`src/hw/rtl/tfn_pkg.sv`:
```
package tfn_pkg;

  // Fraction bits of the unit normal (Q1.NormFracBits).
  localparam int unsigned NormFracBits = 14;

  localparam int unsigned PosW   = 16;
  localparam int unsigned EdgeW  = PosW + 1;
  localparam int unsigned ProdW  = 2 * EdgeW;
  localparam int unsigned CrossW = ProdW + 1;
  localparam int unsigned MagW   = CrossW;
  localparam int unsigned SqW    = 2 * MagW;
  localparam int unsigned SumW   = SqW + 2;
  localparam int unsigned WideW  = SumW + 2 * NormFracBits + 2;
  localparam int unsigned QuotW  = NormFracBits + 1;
  localparam int unsigned CntW   = 6;

  typedef enum logic [2:0] {
    ST_IDLE,
    ST_CROSS,
    ST_SQLOAD,
    ST_SQ,
    ST_CHECK,
    ST_NLOAD,
    ST_NCAND,
    ST_NTEST
  } tfn_state_e;

  // Emit is kept apart so the enum stays within three bits plus one.
  typedef enum logic {
    OUT_IDLE,
    OUT_BUSY
  } tfn_out_e;

endpackage

```
`src/hw/rtl/tfn_vtx_if.sv`:
```
interface tfn_vtx_if;
  logic               valid;
  logic               ready;
  logic signed [15:0] pos_x;
  logic signed [15:0] pos_y;
  logic signed [15:0] pos_z;
  logic signed [15:0] pos_f;
  logic signed [15:0] tex_u;
  logic signed [15:0] tex_v;
  logic               end_of_mesh;

  modport source (output valid, pos_x, pos_y, pos_z, pos_f, tex_u, tex_v, end_of_mesh,
                  input ready);
  modport sink (input valid, pos_x, pos_y, pos_z, pos_f, tex_u, tex_v, end_of_mesh,
                output ready);
endinterface

```
`src/hw/rtl/tfn_res_if.sv`:
```
interface tfn_res_if;
  logic               valid;
  logic               ready;
  logic signed [15:0] out_x;
  logic signed [15:0] out_y;
  logic signed [15:0] out_z;
  logic signed [15:0] out_f;
  logic signed [15:0] out_u;
  logic signed [15:0] out_v;
  logic signed [15:0] normal_x;
  logic signed [15:0] normal_y;
  logic signed [15:0] normal_z;
  logic               degenerate;
  logic               last_of_run;

  modport source (output valid, out_x, out_y, out_z, out_f, out_u, out_v, normal_x,
                  normal_y, normal_z, degenerate, last_of_run, input ready);
  modport sink (input valid, out_x, out_y, out_z, out_f, out_u, out_v, normal_x,
                normal_y, normal_z, degenerate, last_of_run, output ready);
endinterface

```
`src/hw/rtl/triangle_face_normal_unit.sv`:
```
// A vertex that is only held is stored. A third vertex starts the cross product, the
// squaring of each component, a check, then the bit-by-bit normalisation of each one,
// before the three results; a zero cross product skips normalisation. Throughput is one
// request per cycle while only holding and no results are pending; the shared adder sets
// the triangle cost. Reset (asynchronous, active low) empties the held vertices.
module triangle_face_normal_unit
  import tfn_pkg::*;
(
  input  logic clk_i,
  input  logic rst_ni,
  tfn_vtx_if.sink   vtx_i,
  tfn_res_if.source res_o
);

  tfn_state_e state_q, state_d;
  tfn_out_e   ostate_q, ostate_d;

  // Vertex slots: the two held ones and the one that closes a triangle.
  logic signed [PosW-1:0] pos_q  [3][3];
  logic signed [PosW-1:0] attr_q [3][3];
  logic [1:0]             held_q;

  logic [CntW-1:0]          cnt_q;
  logic [1:0]               j_q;
  logic [1:0]               n_q;
  logic signed [CrossW-1:0] c_q   [3];
  logic [SqW-1:0]           csq_q [3];
  logic [SqW-1:0]           mand_q;
  logic [MagW-1:0]          mplr_q;
  logic [SqW-1:0]           acc_q;
  logic [SumW-1:0]          s_q;
  logic [WideW-1:0]         p_q, qs_q, ss_q, cand_q, lim_q;
  logic [QuotW-1:0]         quo_q;
  logic [PosW-1:0]          nrm_q [3];
  logic                     deg_q;

  logic in_fire, out_fire;
  assign in_fire  = vtx_i.valid && vtx_i.ready;
  assign out_fire = res_o.valid && res_o.ready;

  // Edge vectors straight from the slot registers.
  logic signed [EdgeW-1:0] e1 [3];
  logic signed [EdgeW-1:0] e2 [3];
  always_comb begin
    for (int i = 0; i < 3; i++) begin
      e1[i] = EdgeW'(pos_q[1][i]) - EdgeW'(pos_q[0][i]);
      e2[i] = EdgeW'(pos_q[2][i]) - EdgeW'(pos_q[0][i]);
    end
  end

  // One shared 17 x 17 multiplier walks the six cross product terms.
  logic [1:0] ia, ib;
  always_comb begin
    case (cnt_q[2:0])
      3'd0:    begin ia = 2'd1; ib = 2'd2; end
      3'd1:    begin ia = 2'd2; ib = 2'd1; end
      3'd2:    begin ia = 2'd2; ib = 2'd0; end
      3'd3:    begin ia = 2'd0; ib = 2'd2; end
      3'd4:    begin ia = 2'd0; ib = 2'd1; end
      3'd5:    begin ia = 2'd1; ib = 2'd0; end
      default: begin ia = 2'd0; ib = 2'd0; end
    endcase
  end

  logic signed [ProdW-1:0] prod;
  assign prod = e1[ia] * e2[ib];

  logic signed [CrossW-1:0] c_sel;
  logic [MagW-1:0]          c_mag;
  assign c_sel = c_q[j_q];
  assign c_mag = c_sel[CrossW-1] ? MagW'(-c_sel) : MagW'(c_sel);

  logic [SqW-1:0] acc_nxt;
  assign acc_nxt = acc_q + (mplr_q[0] ? mand_q : '0);

  logic [WideW-1:0] qs_add;
  assign qs_add = qs_q + ((cand_q <= lim_q) ? (ss_q << 1) : '0);

  logic [31:0] quo_ext, quo_fin;
  logic [QuotW-1:0] quo_set;
  assign quo_set = quo_q | ((cand_q <= lim_q) ? (QuotW'(1) << cnt_q) : '0);
  assign quo_ext = 32'(quo_set);
  assign quo_fin = c_sel[CrossW-1] ? (32'd0 - quo_ext) : quo_ext;

  // Next state of the arithmetic sequencer.
  always_comb begin
    state_d = state_q;
    case (state_q)
      ST_IDLE:   if (in_fire && held_q == 2'd2) state_d = ST_CROSS;
      ST_CROSS:  if (cnt_q == CntW'(5)) state_d = ST_SQLOAD;
      ST_SQLOAD: state_d = ST_SQ;
      ST_SQ: begin
        if (cnt_q == CntW'(MagW - 1)) state_d = (j_q == 2'd2) ? ST_CHECK : ST_SQLOAD;
      end
      ST_CHECK:  state_d = (s_q == '0) ? ST_IDLE : ST_NLOAD;
      ST_NLOAD:  state_d = ST_NCAND;
      ST_NCAND:  state_d = ST_NTEST;
      ST_NTEST: begin
        if (cnt_q == '0) state_d = (j_q == 2'd2) ? ST_IDLE : ST_NLOAD;
        else state_d = ST_NCAND;
      end
      default:   state_d = ST_IDLE;
    endcase
  end

  // Next state of the result sender; it starts on a flush or when a triangle finishes.
  logic start_emit;
  assign start_emit = (state_q == ST_IDLE && in_fire && held_q != 2'd2 && vtx_i.end_of_mesh)
                   || (state_q == ST_CHECK && s_q == '0)
                   || (state_q == ST_NTEST && cnt_q == '0 && j_q == 2'd2);

  always_comb begin
    ostate_d = ostate_q;
    case (ostate_q)
      OUT_IDLE: if (start_emit) ostate_d = OUT_BUSY;
      OUT_BUSY: if (out_fire && j_q == n_q - 2'd1) ostate_d = OUT_IDLE;
      default:  ostate_d = OUT_IDLE;
    endcase
  end

  // Handshake outputs.
  always_comb begin
    vtx_i.ready = (state_q == ST_IDLE) && (ostate_q == OUT_IDLE);
    res_o.valid = (ostate_q == OUT_BUSY);
  end

  assign res_o.out_x       = pos_q[j_q][0];
  assign res_o.out_y       = pos_q[j_q][1];
  assign res_o.out_z       = pos_q[j_q][2];
  assign res_o.out_f       = attr_q[j_q][0];
  assign res_o.out_u       = attr_q[j_q][1];
  assign res_o.out_v       = attr_q[j_q][2];
  assign res_o.normal_x    = nrm_q[0];
  assign res_o.normal_y    = nrm_q[1];
  assign res_o.normal_z    = nrm_q[2];
  assign res_o.degenerate  = deg_q;
  assign res_o.last_of_run = (j_q == n_q - 2'd1);

  always_ff @(posedge clk_i or negedge rst_ni) begin
    if (!rst_ni) begin
      state_q  <= ST_IDLE;
      ostate_q <= OUT_IDLE;
      held_q   <= '0;
      cnt_q    <= '0;
      j_q      <= '0;
      n_q      <= '0;
      for (int v = 0; v < 3; v++) begin
        for (int i = 0; i < 3; i++) begin
          pos_q[v][i]  <= '0;
          attr_q[v][i] <= '0;
        end
      end
    end else begin
      state_q  <= state_d;
      ostate_q <= ostate_d;
      case (state_q)
        ST_IDLE: begin
          if (in_fire) begin
            pos_q[held_q][0]  <= vtx_i.pos_x;
            pos_q[held_q][1]  <= vtx_i.pos_y;
            pos_q[held_q][2]  <= vtx_i.pos_z;
            attr_q[held_q][0] <= vtx_i.pos_f;
            attr_q[held_q][1] <= vtx_i.tex_u;
            attr_q[held_q][2] <= vtx_i.tex_v;
            if (held_q == 2'd2) begin
              held_q <= '0;
              cnt_q  <= '0;
            end else if (vtx_i.end_of_mesh) begin
              // Flush of a partial triangle: one or two vertices, no normal.
              held_q <= '0;
              n_q    <= held_q + 2'd1;
              j_q    <= '0;
              deg_q  <= 1'b1;
              for (int i = 0; i < 3; i++) nrm_q[i] <= '0;
            end else begin
              held_q <= held_q + 2'd1;
            end
          end
        end
        ST_CROSS: begin
          if (cnt_q[0]) c_q[cnt_q[2:1]] <= c_q[cnt_q[2:1]] - CrossW'(prod);
          else c_q[cnt_q[2:1]] <= CrossW'(prod);
          if (cnt_q == CntW'(5)) begin
            j_q <= '0;
            s_q <= '0;
          end
          cnt_q <= cnt_q + CntW'(1);
        end
        ST_SQLOAD: begin
          mand_q <= SqW'(c_mag);
          mplr_q <= c_mag;
          acc_q  <= '0;
          cnt_q  <= '0;
        end
        ST_SQ: begin
          acc_q  <= acc_nxt;
          mand_q <= mand_q << 1;
          mplr_q <= mplr_q >> 1;
          cnt_q  <= cnt_q + CntW'(1);
          if (cnt_q == CntW'(MagW - 1)) begin
            csq_q[j_q] <= acc_nxt;
            s_q        <= s_q + SumW'(acc_nxt);
            j_q        <= (j_q == 2'd2) ? 2'd0 : j_q + 2'd1;
          end
        end
        ST_CHECK: begin
          n_q <= 2'd3;
          j_q <= '0;
          if (s_q == '0) begin
            deg_q <= 1'b1;
            for (int i = 0; i < 3; i++) nrm_q[i] <= '0;
          end else begin
            deg_q <= 1'b0;
          end
        end
        ST_NLOAD: begin
          // Bit by bit: keep q*q*S and q*S aligned so each step is one add and compare.
          p_q   <= '0;
          qs_q  <= '0;
          ss_q  <= WideW'(s_q) << (2 * NormFracBits);
          lim_q <= WideW'(csq_q[j_q]) << (2 * NormFracBits);
          quo_q <= '0;
          cnt_q <= CntW'(NormFracBits);
        end
        ST_NCAND: begin
          cand_q <= p_q + qs_q + ss_q;
        end
        ST_NTEST: begin
          if (cand_q <= lim_q) p_q <= cand_q;
          quo_q <= quo_set;
          qs_q  <= qs_add >> 1;
          ss_q  <= ss_q >> 2;
          if (cnt_q == '0) begin
            nrm_q[j_q] <= quo_fin[PosW-1:0];
            j_q        <= (j_q == 2'd2) ? 2'd0 : j_q + 2'd1;
          end else begin
            cnt_q <= cnt_q - CntW'(1);
          end
        end
        default: ;
      endcase
      if (ostate_q == OUT_BUSY && out_fire) begin
        j_q <= (j_q == n_q - 2'd1) ? 2'd0 : j_q + 2'd1;
      end
    end
  end

  a_ready_excl: assert property (@(posedge clk_i) disable iff (!rst_ni)
    vtx_i.ready |-> !res_o.valid) else $error("input ready while results pending");
  a_deg_zero: assert property (@(posedge clk_i) disable iff (!rst_ni)
    (res_o.valid && res_o.degenerate) |->
      (res_o.normal_x == '0 && res_o.normal_y == '0 && res_o.normal_z == '0))
    else $error("degenerate result with nonzero normal");
  a_held_range: assert property (@(posedge clk_i) disable iff (!rst_ni)
    held_q != 2'd3) else $error("held count out of range");
  a_norm_nonzero: assert property (@(posedge clk_i) disable iff (!rst_ni)
    (state_q == ST_NLOAD) |-> (s_q != '0)) else $error("normalising a zero vector");
  a_emit_idle: assert property (@(posedge clk_i) disable iff (!rst_ni)
    res_o.valid |-> (state_q == ST_IDLE)) else $error("emitting while computing");

endmodule
```
`src/flat_wrapper.sv`:
```
// flat-port wrapper written by rule: the top's interface ports become plain ports
module triangle_face_normal_unit_flat import tfn_pkg::*;
  (clk_i, rst_ni, vtx_i_valid, vtx_i_pos_x, vtx_i_pos_y, vtx_i_pos_z, vtx_i_pos_f, vtx_i_tex_u, vtx_i_tex_v, vtx_i_end_of_mesh, vtx_i_ready, res_o_valid, res_o_out_x, res_o_out_y, res_o_out_z, res_o_out_f, res_o_out_u, res_o_out_v, res_o_normal_x, res_o_normal_y, res_o_normal_z, res_o_degenerate, res_o_last_of_run, res_o_ready);
  tfn_vtx_if vtx_i_i ();
  tfn_res_if res_o_i ();
  input  logic clk_i;
  input  logic rst_ni;
  input wire logic [$bits(vtx_i_i.valid)-1:0] vtx_i_valid;
  input wire logic [$bits(vtx_i_i.pos_x)-1:0] vtx_i_pos_x;
  input wire logic [$bits(vtx_i_i.pos_y)-1:0] vtx_i_pos_y;
  input wire logic [$bits(vtx_i_i.pos_z)-1:0] vtx_i_pos_z;
  input wire logic [$bits(vtx_i_i.pos_f)-1:0] vtx_i_pos_f;
  input wire logic [$bits(vtx_i_i.tex_u)-1:0] vtx_i_tex_u;
  input wire logic [$bits(vtx_i_i.tex_v)-1:0] vtx_i_tex_v;
  input wire logic [$bits(vtx_i_i.end_of_mesh)-1:0] vtx_i_end_of_mesh;
  output wire logic [$bits(vtx_i_i.ready)-1:0] vtx_i_ready;
  output wire logic [$bits(res_o_i.valid)-1:0] res_o_valid;
  output wire logic [$bits(res_o_i.out_x)-1:0] res_o_out_x;
  output wire logic [$bits(res_o_i.out_y)-1:0] res_o_out_y;
  output wire logic [$bits(res_o_i.out_z)-1:0] res_o_out_z;
  output wire logic [$bits(res_o_i.out_f)-1:0] res_o_out_f;
  output wire logic [$bits(res_o_i.out_u)-1:0] res_o_out_u;
  output wire logic [$bits(res_o_i.out_v)-1:0] res_o_out_v;
  output wire logic [$bits(res_o_i.normal_x)-1:0] res_o_normal_x;
  output wire logic [$bits(res_o_i.normal_y)-1:0] res_o_normal_y;
  output wire logic [$bits(res_o_i.normal_z)-1:0] res_o_normal_z;
  output wire logic [$bits(res_o_i.degenerate)-1:0] res_o_degenerate;
  output wire logic [$bits(res_o_i.last_of_run)-1:0] res_o_last_of_run;
  input wire logic [$bits(res_o_i.ready)-1:0] res_o_ready;
  assign vtx_i_i.valid = vtx_i_valid;
  assign vtx_i_i.pos_x = vtx_i_pos_x;
  assign vtx_i_i.pos_y = vtx_i_pos_y;
  assign vtx_i_i.pos_z = vtx_i_pos_z;
  assign vtx_i_i.pos_f = vtx_i_pos_f;
  assign vtx_i_i.tex_u = vtx_i_tex_u;
  assign vtx_i_i.tex_v = vtx_i_tex_v;
  assign vtx_i_i.end_of_mesh = vtx_i_end_of_mesh;
  assign vtx_i_ready = vtx_i_i.ready;
  assign res_o_valid = res_o_i.valid;
  assign res_o_out_x = res_o_i.out_x;
  assign res_o_out_y = res_o_i.out_y;
  assign res_o_out_z = res_o_i.out_z;
  assign res_o_out_f = res_o_i.out_f;
  assign res_o_out_u = res_o_i.out_u;
  assign res_o_out_v = res_o_i.out_v;
  assign res_o_normal_x = res_o_i.normal_x;
  assign res_o_normal_y = res_o_i.normal_y;
  assign res_o_normal_z = res_o_i.normal_z;
  assign res_o_degenerate = res_o_i.degenerate;
  assign res_o_last_of_run = res_o_i.last_of_run;
  assign res_o_i.ready = res_o_ready;
  triangle_face_normal_unit u_core (.clk_i(clk_i), .rst_ni(rst_ni), .vtx_i(vtx_i_i), .res_o(res_o_i));
endmodule
```
`config.mk`:
```
export PLATFORM = sky130hd
export DESIGN_NAME = triangle_face_normal_unit_flat
export DESIGN_NICKNAME = d
export VERILOG_FILES = /design/src/hw/rtl/tfn_pkg.sv /design/src/hw/rtl/tfn_vtx_if.sv /design/src/hw/rtl/tfn_res_if.sv /design/src/hw/rtl/triangle_face_normal_unit.sv /design/src/flat_wrapper.sv
export SDC_FILE = /design/constraint.sdc
export NUM_CORES = 2
export LEC_CHECK = 0
export BUFFER_PORTS_ARGS = -buffer_cell sky130_fd_sc_hd__buf_2
export CAP_MARGIN = 20
export CORE_MARGIN = 2
export CORE_UTILIZATION = 64
export DETAILED_ROUTE_END_ITERATION = 12
export PLACE_DENSITY = 0.81
export SYNTH_ARGS = -nofsm -noshare
export SYNTH_HDL_FRONTEND = slang
export SYNTH_SLANG_ARGS = --single-unit
```
`constraint.sdc`:
```
create_clock -name clk_i -period 14.59 [get_ports clk_i]
set_input_delay 2.918 -clock clk_i [delete_from_list [all_inputs] [get_ports clk_i]]
set_output_delay 2.918 -clock clk_i [all_outputs]
set_load 0.005 [all_outputs]
```
==> reports/metrics.cfg <==
[yosys]
ys_warn_count=0
avgSynthCellArea_um2=10.3
yosys.area.top_type=edfxtp_1
synth_xor_xnor_area_share_pct=4.51
synth_compound_area_share_pct=13.2
synth-edff-count=1101
yosys.area_share.simple_pct=14.2
synth-async-reset-ratio_pct=21.6
synth_top_area_share_pct=33.9
syn-num-nets=10600
ys_types=85
synth_fa_ha_area_share_pct=16.5
syn_area_um2=97600
synth-seq-cells=1405
synth.area.mux_share_pct=5.91
ys_seq_area_share_pct=41.7
synth_top_family_by_area=adder cells
ys.flop_type=edfxtp_1
syn_inst=9503
synth_area_leaders=edfxtp_1 34%, fa_1 8.4%, ha_1 8.2%, dfrtp_1 7.8%, nand2_1 3.8%

[floorplanning]
dieArea_um2=156000
boundaryPins=249
die_h_um=395
rows=143
start_util_pct=64.3
die_w_um=395
coreArea_um2=152000

[min_path]
hold_depth=1
hp-class=register to register

[power]
power_switching_mw=2.42
ir_drop_uv=122
sw_frac_of_total_pct=25.7
p_seq_share_pct=47.0
pwr-share-clk_pct=42.0
p_comb_share_pct=11.0
cellLeakagePower_nw=48.2
p_int_mw=6.99
power.total_mw=9.41
p_per_area_nw_per_um2=88.8

[cts]
cts_resized=0
cts_buffer_depth=3
clock_latency_ps=810
clkSinkCount=1405
numCtsBuffers=153
htreeDepth=4
root_buffer=clkbuf_16
holdBufCountCts=0
cts_setup_buffers=0
path_clk_slew_ps=60
tritoncts=done

[run_status]
status=completed

[detailed_routing]
drc=0
drt-pass1-iter-count=6
route.vias.total=73700
wl_mm=261
first_iter_violations=7401
viasPerCell=6.27
antenna_left=0
post_drt_wl_per_cell_um=22.2

[timing]
hold_violations=0
slew_headroom_pct=13.5
max_freq_mhz=81.8
final.setup.tns_ps=0
worst_slew_pin_slew_ps=1300
period_minus_slack_ps=12220
rsz0062_at_grt=false
setup_violations=0
slew_viol_final=0
finClkSkew_ps=65.5
timing.final.crit_share_pct=83.7
setup_ws_ps=2370

[placement]
dpl_worst_slack_ps=2490
place_congestion=0.956
port-buffer-count=248
dp_hpwl_mm=195
dp_cells=11500

[finish]
drive_gt1_share_pct=9.99
instances_no_fill=11800
syn_to_final_growth_pct=8.58
fin_nets=10700

[critical_path]
criticalPathCategory=register to register
path_max_fanout=18
critPathRequiredTime_ps=15110
worstSetupEndpointType=register
start_kind=register
crit_path_max_incr_delay_ps=1030
r2r_cells=44
cp_common_cell=fa_1
arrival_ps=12730
cp_slowest_cell=a221oi_2

[grt]
grt_pass1_vias=72800
antenna_found_initial=18
grt_max_degree=145
gr-total-overflow=0
grtUsageTotal_pct=33.3
grt_pass1_wl_mm=409

[run]
cap_violations=0

==> state kept, by name, indices dropped and copies added, names as in the netlist, 72 cells and up <==
name	cells
u_core.csq_q	210
u_core.s_q	72
u_core.p_q	102
u_core.qs_q	101
u_core.pos_q	144
u_core.c_q	105
u_core.cand_q	102
u_core.ss_q	100
u_core.attr_q	144
==> power groups by stage <==
stage	clock network [mW]	registers (mW)	logic (mW)
3_3_place_gp	0	4.50	0.994
2_1_floorplan	0	4.45	0.781
3_5_place_dp	0	4.50	1.02
4_1_cts	3.98	4.42	1.03
6_report	3.95	4.42	1.04
5_1_grt	4.14	4.42	1.12
==> worst max-delay path, delay by kind of cell (launching register included) <==
kind	cells	cell delay, ps
simple gates	5	700
buf+inv	4	230
xor+xnor	3	570
flops	1	380
compound gates	22	5660
fa+ha+maj	10	4450
==> cell families after synthesis <==
group           count (synthesis)
simple gates                 2909
compound gates               2068
flops                        1405
fa+ha+maj                    1045
buf+inv                      1033
mux                           540
xor+xnor                      503
==> per-layer routing <==
metal | vias to the layer above | share of wire, % | GRT usage (%)
li1 | 33800 | - | -
met1 | 36300 | 42 | 47.0
met2 | 3065 | 46 | 52.3
met3 | 559 | 8.2 | 4.78
met4 | 2 | 4.3 | 13.3
met5 | - | 0.0042 | 0
==> cell type report <==
cell class	count	area [µm²]
inverter	603	2280
clock inverter	100	1080
fill	11100	45700
multi-input combinational	7065	53200
timing repair buffer	354	2090
clock buffer	184	4080
antenna	15	37.5
tap	2030	2540
sequential	1405	40700
==> metrics by stage <==
stage	util [%]	hold WS, ps	cell area, µm²
6_report	69.8	504	106000
5_1_grt	69.8	512	106000
3_5_place_dp	66.4	493	101000
4_1_cts	69.8	501	106000
3_3_place_gp	66.4	486	101000
2_1_floorplan	-	479	97600
==> synthesized netlist by cell type, drive strengths merged (15+ instances only) <==
master     n
or3       29
dfrtp    304
xor2     203
nor2     691
edfxtp  1101
nand2b    89
nor3     104
o31ai     37
ha       636
a41oi     20
nor4      48
a211oi    63
a21o     269
xnor2    300
o211ai    38
buf       52
fa       409
nor2b    193
nand2    991
and4      15
o21bai    97
clkbuf   378
o21a     142
mux2     293
o21ai    522
a21boi    25
inv      602
mux2i    247
or2       26
a31oi     76
and2     322
and3     104
a21oi    621
nand4    131
nand3    123
==> path summary, 6_finish.rpt <==
| kind | slack, ps | from | endpoint |
|---|---|---|---|
| min in group asynchronous | 2120 | rst_ni | u_core.pos_q[120] |
| max in group asynchronous | 9960 | rst_ni | u_core.attr_q[108] |
| max reg2reg | 2370 | u_core.pos_q[32] | u_core.c_q[1][34] |
| min reg2reg | 500 | u_core.mplr_q[24] | u_core.mplr_q[23] |
| min | 500 | u_core.mplr_q[24] | u_core.mplr_q[23] |
| max | 2370 | u_core.pos_q[32] | u_core.c_q[1][34] |
==> cell usage in the layout (no fill, tap or decap), types with 122 or more instances in the layout <==
master and count:
xnor2_1 300, nor2b_1 192, nand4_1 131, and2_1 319
dfrtp_1 299, a21o_1 269, fa_1 409, inv_1 600
ha_1 636, mux2_2 293, nand2_1 987, edfxtp_1 1101
xor2_1 203, mux2i_1 247, o21ai_0 512, o21a_1 142
clkbuf_16 154, a21oi_1 620, nand3_1 122, nor2_1 684
buf_2 248
(Power assumes the default switching activity.)
